$ cat src/gf2sa_pkg.sv
package gf2sa_pkg;

    localparam int COL_W = 64;
    localparam int NQ_W  = 7;
    localparam int NW_W  = 3;

    localparam logic [2:0] K_WRITE_COL  = 3'd0;
    localparam logic [2:0] K_WRITE_FLAG = 3'd1;
    localparam logic [2:0] K_APPEND     = 3'd2;
    localparam logic [2:0] K_CLEAR      = 3'd3;
    localparam logic [2:0] K_COMPUTE    = 3'd4;

    localparam logic [1:0] CFG_QUBITS = 2'd0;
    localparam logic [1:0] CFG_WORDS  = 2'd1;

    typedef struct packed {
        logic load;
        logic clr_acc;
        logic q_acc;
        logic xf_rd;
        logic xs_rd;
        logic pf_wr;
        logic ps_rd;
        logic ps_wr;
        logic or_acc;
        logic emit;
        logic last;
    } t_cmd;

    typedef struct packed {
        logic skip;
        logic out_free;
    } t_stat;

endpackage

$ cat src/gf2sa_ctrl.sv
module gf2sa_ctrl
    import gf2sa_pkg::*;
#(
    parameter int NUM_QUBITS = 64,
    parameter int NUM_WORDS  = 4,
    parameter int MAX_EDGES  = 256,
    localparam int QW  = NUM_QUBITS > 1 ? $clog2(NUM_QUBITS) : 1,
    localparam int WW  = NUM_WORDS > 1 ? $clog2(NUM_WORDS) : 1,
    localparam int EW  = MAX_EDGES > 1 ? $clog2(MAX_EDGES) : 1,
    localparam int ECW = $clog2(MAX_EDGES + 1)
) (
    input  logic            i_clk,
    input  logic            i_rst_n,
    input  logic            i_valid,
    input  logic [2:0]      i_kind,
    output logic            o_stall,
    input  logic            i_cfg_valid,
    input  logic [1:0]      i_cfg_index,
    input  logic [NQ_W-1:0] i_cfg_data,
    input  logic [ECW-1:0]  i_ecount,
    input  t_stat           i_stat,
    output t_cmd            o_cmd,
    output logic [QW-1:0]   o_j,
    output logic [EW-1:0]   o_e,
    output logic [WW-1:0]   o_w,
    output logic [NQ_W-1:0] o_n
);
    localparam logic [3:0] S_IDLE = 4'd0;
    localparam logic [3:0] S_WST  = 4'd1;
    localparam logic [3:0] S_QRD  = 4'd2;
    localparam logic [3:0] S_QACC = 4'd3;
    localparam logic [3:0] S_EST  = 4'd4;
    localparam logic [3:0] S_ERD  = 4'd5;
    localparam logic [3:0] S_EXF  = 4'd6;
    localparam logic [3:0] S_EXS  = 4'd7;
    localparam logic [3:0] S_EPF  = 4'd8;
    localparam logic [3:0] S_EPSR = 4'd9;
    localparam logic [3:0] S_EPSW = 4'd10;
    localparam logic [3:0] S_OST  = 4'd11;
    localparam logic [3:0] S_ORD  = 4'd12;
    localparam logic [3:0] S_OACC = 4'd13;
    localparam logic [3:0] S_EMIT = 4'd14;

    localparam int WCW = $clog2(NUM_WORDS + 1);

    logic [3:0]      r_state, n_state;
    logic [QW-1:0]   r_j, n_j;
    logic [EW-1:0]   r_e, n_e;
    logic [WW-1:0]   r_w, n_w;
    logic [NQ_W-1:0] r_cfg_q;
    logic [NW_W-1:0] r_cfg_w;
    logic [NQ_W-1:0] n_q;
    logic [WCW-1:0]  n_words;
    logic            j_end, e_end, w_end;

    always_comb begin
        n_q = (r_cfg_q > NQ_W'(NUM_QUBITS)) ? NQ_W'(NUM_QUBITS) : r_cfg_q;
        if (r_cfg_w == '0) begin
            n_words = WCW'(1);
        end else if (32'(r_cfg_w) > NUM_WORDS) begin
            n_words = WCW'(NUM_WORDS);
        end else begin
            n_words = WCW'(r_cfg_w);
        end
        j_end = (NQ_W'(r_j) + NQ_W'(1)) == n_q;
        e_end = (ECW'(r_e) + ECW'(1)) == i_ecount;
        w_end = (WCW'(r_w) + WCW'(1)) == n_words;
    end

    assign o_stall = (r_state != S_IDLE);
    assign o_j = r_j;
    assign o_e = r_e;
    assign o_w = r_w;
    assign o_n = n_q;

    always_comb begin
        n_state = r_state;
        n_j = r_j;
        n_e = r_e;
        n_w = r_w;
        o_cmd = '0;
        unique case (r_state)
            S_IDLE: begin
                if (i_valid) begin
                    o_cmd.load = 1'b1;
                    if (i_kind == K_COMPUTE) begin
                        n_w = '0;
                        n_state = S_WST;
                    end
                end
            end
            S_WST: begin
                o_cmd.clr_acc = 1'b1;
                n_j = '0;
                n_state = (n_q == '0) ? S_EST : S_QRD;
            end
            S_QRD: begin
                n_state = S_QACC;
            end
            S_QACC: begin
                o_cmd.q_acc = 1'b1;
                n_j = r_j + QW'(1);
                n_state = j_end ? S_EST : S_QRD;
            end
            S_EST: begin
                n_e = '0;
                n_state = (i_ecount == '0) ? S_OST : S_ERD;
            end
            S_ERD: begin
                n_state = S_EXF;
            end
            S_EXF: begin
                if (i_stat.skip) begin
                    n_e = r_e + EW'(1);
                    n_state = e_end ? S_OST : S_ERD;
                end else begin
                    o_cmd.xf_rd = 1'b1;
                    n_state = S_EXS;
                end
            end
            S_EXS: begin
                o_cmd.xs_rd = 1'b1;
                n_state = S_EPF;
            end
            S_EPF: begin
                o_cmd.pf_wr = 1'b1;
                n_state = S_EPSR;
            end
            S_EPSR: begin
                o_cmd.ps_rd = 1'b1;
                n_state = S_EPSW;
            end
            S_EPSW: begin
                o_cmd.ps_wr = 1'b1;
                n_e = r_e + EW'(1);
                n_state = e_end ? S_OST : S_ERD;
            end
            S_OST: begin
                n_j = '0;
                n_state = (n_q == '0) ? S_EMIT : S_ORD;
            end
            S_ORD: begin
                n_state = S_OACC;
            end
            S_OACC: begin
                o_cmd.or_acc = 1'b1;
                n_j = r_j + QW'(1);
                n_state = j_end ? S_EMIT : S_ORD;
            end
            S_EMIT: begin
                if (i_stat.out_free) begin
                    o_cmd.emit = 1'b1;
                    o_cmd.last = w_end;
                    if (w_end) begin
                        n_state = S_IDLE;
                    end else begin
                        n_w = r_w + WW'(1);
                        n_state = S_WST;
                    end
                end
            end
            default: n_state = S_IDLE;
        endcase
    end

    always_ff @(posedge i_clk) begin
        if (!i_rst_n) begin
            r_state <= S_IDLE;
            r_j <= '0;
            r_e <= '0;
            r_w <= '0;
            r_cfg_q <= NQ_W'(64);
            r_cfg_w <= NW_W'(1);
        end else begin
            r_state <= n_state;
            r_j <= n_j;
            r_e <= n_e;
            r_w <= n_w;
            if (i_cfg_valid && i_cfg_index == CFG_QUBITS) begin
                r_cfg_q <= i_cfg_data;
            end
            if (i_cfg_valid && i_cfg_index == CFG_WORDS) begin
                r_cfg_w <= i_cfg_data[NW_W-1:0];
            end
        end
    end
endmodule

$ cat config.mk
export PLATFORM = sky130hd
export DESIGN_NAME = gf2sa_ctrl
export DESIGN_NICKNAME = d
export VERILOG_FILES = /design/src/gf2sa_pkg.sv /design/src/gf2sa_ctrl.sv
export SDC_FILE = /design/constraint.sdc
export NUM_CORES = 1
export LEC_CHECK = 0
export BUFFER_PORTS_ARGS = -buffer_cell sky130_fd_sc_hd__clkbuf_2
export CORE_AREA = 2 2 98 62
export CTS_CLUSTER_SIZE = 16
export DETAILED_ROUTE_END_ITERATION = 10
export DIE_AREA = 0 0 100 64
export MAX_ROUTING_LAYER = met4
export PLACE_DENSITY = 0.66
export SYNTH_ARGS = -nofsm -noshare
export SYNTH_HDL_FRONTEND = slang
export SYNTH_SLANG_ARGS = --single-unit
$ cat constraint.sdc
create_clock -name i_clk -period 2.1 [get_ports i_clk]
set_input_delay 0.105 -clock i_clk [delete_from_list [all_inputs] [get_ports i_clk]]
set_output_delay 0.105 -clock i_clk [all_outputs]
set_load 0.1 [all_outputs]
==> flow_results.org <==
** Outcome
- The flow ran to the end, and the final reports show no timing, DRC or antenna violations.

** Setup path
- Capturing point of the worst reg2reg path :: r_state[1]
- Worst r2r path cells :: 8
- Worst-path maximum fanout :: 3
- Worst setup slack for register-to-register paths :: 0.003 ns
- The worst setup path is launched from a register.
- Kind of end point of the critical path :: register
- At the worst endpoint, the arrival time is 2.31 ns.
- Critical path required time :: 2.31 ns
- R2r startpoint :: o_j[0]
- By startpoint and endpoint, the worst setup path is classified as reg2reg.

** STA
- Period utilization :: about 100%
- Fin. Hold Viols :: 0
- Post-Route Skew :: 0.007353 ns
- Headroom to the max-slew limit :: 59.01%
- Max Transition Viols Final :: 0
- At the pin with the least slew margin, the transition time is 0.6093 ns.
- Total Neg Setup Slack :: 0 ns
- Final setup fails :: 0
- Max Freq :: 476.8 MHz
- Counting I/O delays and the setup requirement, the final critical path takes 2.097 ns.
- Final hold analysis gives a worst-case slack of between 0.04 and 0.05 ns.
- RSZ-0062 raised after global routing :: true

** Floorplan
- For this configuration, the core starts out at a cell density of between 30% and 40%.
- The floorplan step defined a die boundary enclosing 6400 um^2.
- The total area inside the core boundary comes to 5465 um^2.
- Height of the die :: around 64 um
- Pin placement for this block handled 62 I/O pins.
- In this run the core area contains 21 standard-cell rows.
- Width of the die :: 100 um

** Clock tree
- After clock tree synthesis, the clock-pin slew on the worst setup and hold paths is 0.07 ns.
- The root buffer cell chosen for the clock tree is clkbuf_8.
- The clock tree synthesis step divided the H-tree into 2 levels.
- The clock passes through at most 2 buffers.
- Clk sinks :: 30
- CTS Buf Count :: 5
- TritonCTS clock tree :: yes
- Insertion delay to the later sink of the worst-skew pair :: 0.28 ns

** Placement
- The congestion estimate from routability-driven global placement came to about 0.88.
- Placed insts :: 433
- Port buffering added 61 buffers.
- After detailed placement, the total cell area comes to 2868 um^2.
- Summed over all nets, the half-perimeter wirelength after detailed placement is 4899 um.

** Finish
- Filler cell count in the final layout :: 517
- N_diodes :: 0
- The multi-input combinational cells in the finished layout cover a total of approximately 1600 um^2.
- Layout area overhead :: 43.01%
- Of the cells placed in the final design, the portion with a size suffix greater than 1 is ~37%.
- Post-route non-filler standard cell count :: 441
- Leaving out fill and tap cells, the most frequent cell in the layout is clkbuf_2.
- In the final design database the tool counted between 400 and 500 nets.
- In the layout the commonest cells are 53 x clkbuf_2, 36 x nor2_1, 25 x nand2_1, 24 x buf_4, 23 x a21oi_1.
- After routing the design area is 3070 um^2.
- Across the whole layout, storage elements account for ~630 um^2.
- Fraction of the core area covered by cells at the end of the flow :: 56.18%

** GRT
- Antenna violations before repair :: 0
- The number of global-route vias before repair was 2159.
- GRT Total Usage :: 21.77%
- Entering global routing, the biggest net connects 23 pins.
- First-pass GRT wire length :: 10820 um
- GR Layer Usage met3 :: about 4.6%
- Global routing's busiest layer :: met1
- Sum of overflow across all layers after global routing :: 0
- Met2 track demand over resource in global routing :: 28.97%
- Met1 track demand over resource in global routing :: around 34%

** Pwr
- IR Drop Worst-Case VDD :: about 0.00033 V
- Power per unit of standard cell area :: 544.5 nW/um^2
- Per report_power, the combinational group accounts for 29.8% of the total.
- Summed over all cells, the static leakage comes to 1.226 nW.
- In this run, the clock network consumes 34.2% of the power.
- Switch share :: 35.03%
- In this run, flip-flops and latches consume around 36% of the power.
- In this run the power spent charging and discharging nets is roughly 600 uW.
- Cell internal power was estimated by the tool at about 1.1 mW.

** Synth
- Cell area after technology mapping :: 2147 um^2
- Synthesis produced just under 300 cells.
- Multiplexer area fraction after synthesis :: under 10%
- Post-synthesis net count :: 326
- Counting flops with an async set or reset pin after synthesis yields a share of 0%.
- Sequential elements use 27.97% of the synthesized area.
- Top flip-flop cell by instance count after synthesis :: dfxtp_1
- A synthesized cell averages 7.254 um^2.
- After Yosys synthesis, full adders, half adders and majority gates account for between 1.5 and 2% of the synthesized area.
- Unique masters post-synth :: 50
- During synthesis, Yosys emitted a total of 0 warnings.
- Register bit count reported by yosys :: 30
- Summing the areas of all compound-gate instances in the mapped netlist gives about a fifth of the synthesized area.
- Synthesized-area fraction occupied by and/or/nand/nor cells :: a little over 30%
- Of the total synthesized cell area, the portion taken by XOR and XNOR cells is 7.343%.
- The synthesized design contains 0 enable-type register cells.
- Dominant combinational cell family by area after synthesis :: simple AND/OR/NAND/NOR gates

** Route
- Vias post-DR :: 2430
- In this run, the number of DRC markers left after iteration 0 of detailed routing was 230.
- Vias/cell :: 5.510
- Routed length per placed instance :: between 15 and 20 um
- After detailed routing, the number of remaining DRC violations is 0.
- The routed design has 6617 um of wire.
- 1st-pass router iterations :: 4
- Final antenna-violating net count :: 0

** Run
- The tool flagged a number of max-cap violations equal to 0.

** Worst hold path
- The worst hold path terminates at r_cfg_q[6].
- In this run the most critical hold path is launched from i_cfg_data[6].
- The worst hold path belongs to the class in2reg.
- Hold Crit Depth :: 3
[Yosys cell counts, drive strengths merged, types with 5 or more instances]
cell / count / area [um^2]
nor3: 20 / 100.1
inv: 15 / 56.30
nor2: 41 / 153.9
dfxtp: 30 / 600.6
clkbuf: 11 / 42.54
xor2: 8 / 70.07
nor2b: 8 / 50.05
nor3b: 8 / 60.06
nand2: 25 / 93.84
o21ai: 17 / 85.08
a31oi: 5 / 31.28
mux2i: 9 / 90.09
xnor2: 10 / 87.58
a21oi: 23 / 115.1
nand3: 7 / 35.03
buf: 5 / 26.27
[registers in the layout, summed over array words and instances (netlist names)]
signal	count
o_e	8
o_j	6
o_w	2
r_cfg_q	7
r_cfg_w	3
r_state	4
[cell families (layout without fill, tap and decap cells)]
logic type      count (synthesis)  in the layout
simple gates                  131            131
compound gates                 71             71
buf+inv                        32            108
flops                          30             30
xor+xnor                       18             18
mux                            11             11
fa+ha+maj                       3              3
[layout make-up]
cell class / instances / area share (%)
clock buffer: 5 / 2.241
clock inverter: 3 / 1.304
inverter: 16 / 1.956
multi-input combinational: 234 / 52.08
sequential: 30 / 20.54
tap: 69 / 2.812
timing repair buffer: 84 / 19.07
[power groups by stage]
stage,logic [mW],registers (mW),clock network (mW)
floorplan,0.342,0.607,0
global placement,0.469,0.613,0
detailed placement,0.472,0.613,0
CTS,0.483,0.602,0.586
global route,0.530,0.605,0.624
finish,0.498,0.602,0.571
[what timing repair did]
| action | 4_1_cts | 5_1_grt |
|---|---|---|
| setup endpoints to repair | 2 | 4 |
| hold buffers | 0 | 0 |
| pin swaps | 4 | 2 |
| buffers inserted | 0 | 0 |
| gates resized for setup | 9 | 5 |
| cloned | 0 | 0 |
[metrics by stage]
| step | power (mW) | setup slack [ns] |
|---|---|---|
| CTS | 1.670 | 0.01117 |
| detailed placement | 1.085 | -0.09241 |
| global route | 1.759 | -0.09296 |
| global placement | 1.082 | -0.02788 |
| finish | 1.672 | 0.002744 |
| floorplan | 0.9490 | -0.6374 |
[worst max-delay path, stage by stage (launching register included)]
cell and delay [ns]:
dfxtp_4 0.35, ha_4 0.17, xnor2_2 0.16, a21oi_1 0.07, a221o_1 0.28, a2111oi_2 0.21
nor4b_4 0.32, mux2_4 0.35, a31oi_4 0.12
[per-layer routing]
layer	share of wire, %	vias up
met1	51	1146
li1	-	1204
met5	0	-
met2	42	76
met4	0.45	0
met3	6.4	4
[how the worst max path moves through the flow]
| stage | startpoint | cells after the start | slack (ns) | to |
|---|---|---|---|---|
| after CTS | o_j[0] | 9 | 0.01 | r_state[1] |
| after global routing | o_j[0] | 9 | -0.09 | r_state[1] |
| after detailed placement | o_j[0] | 8 | -0.09 | r_state[1] |
| final | o_j[0] | 8 | 0.003 | r_state[1] |
| after global placement | o_j[0] | 8 | -0.03 | r_state[1] |
| after floorplan | r_state[0] | 7 | -0.64 | o_j[5] |
(Power assumes the default switching activity.)
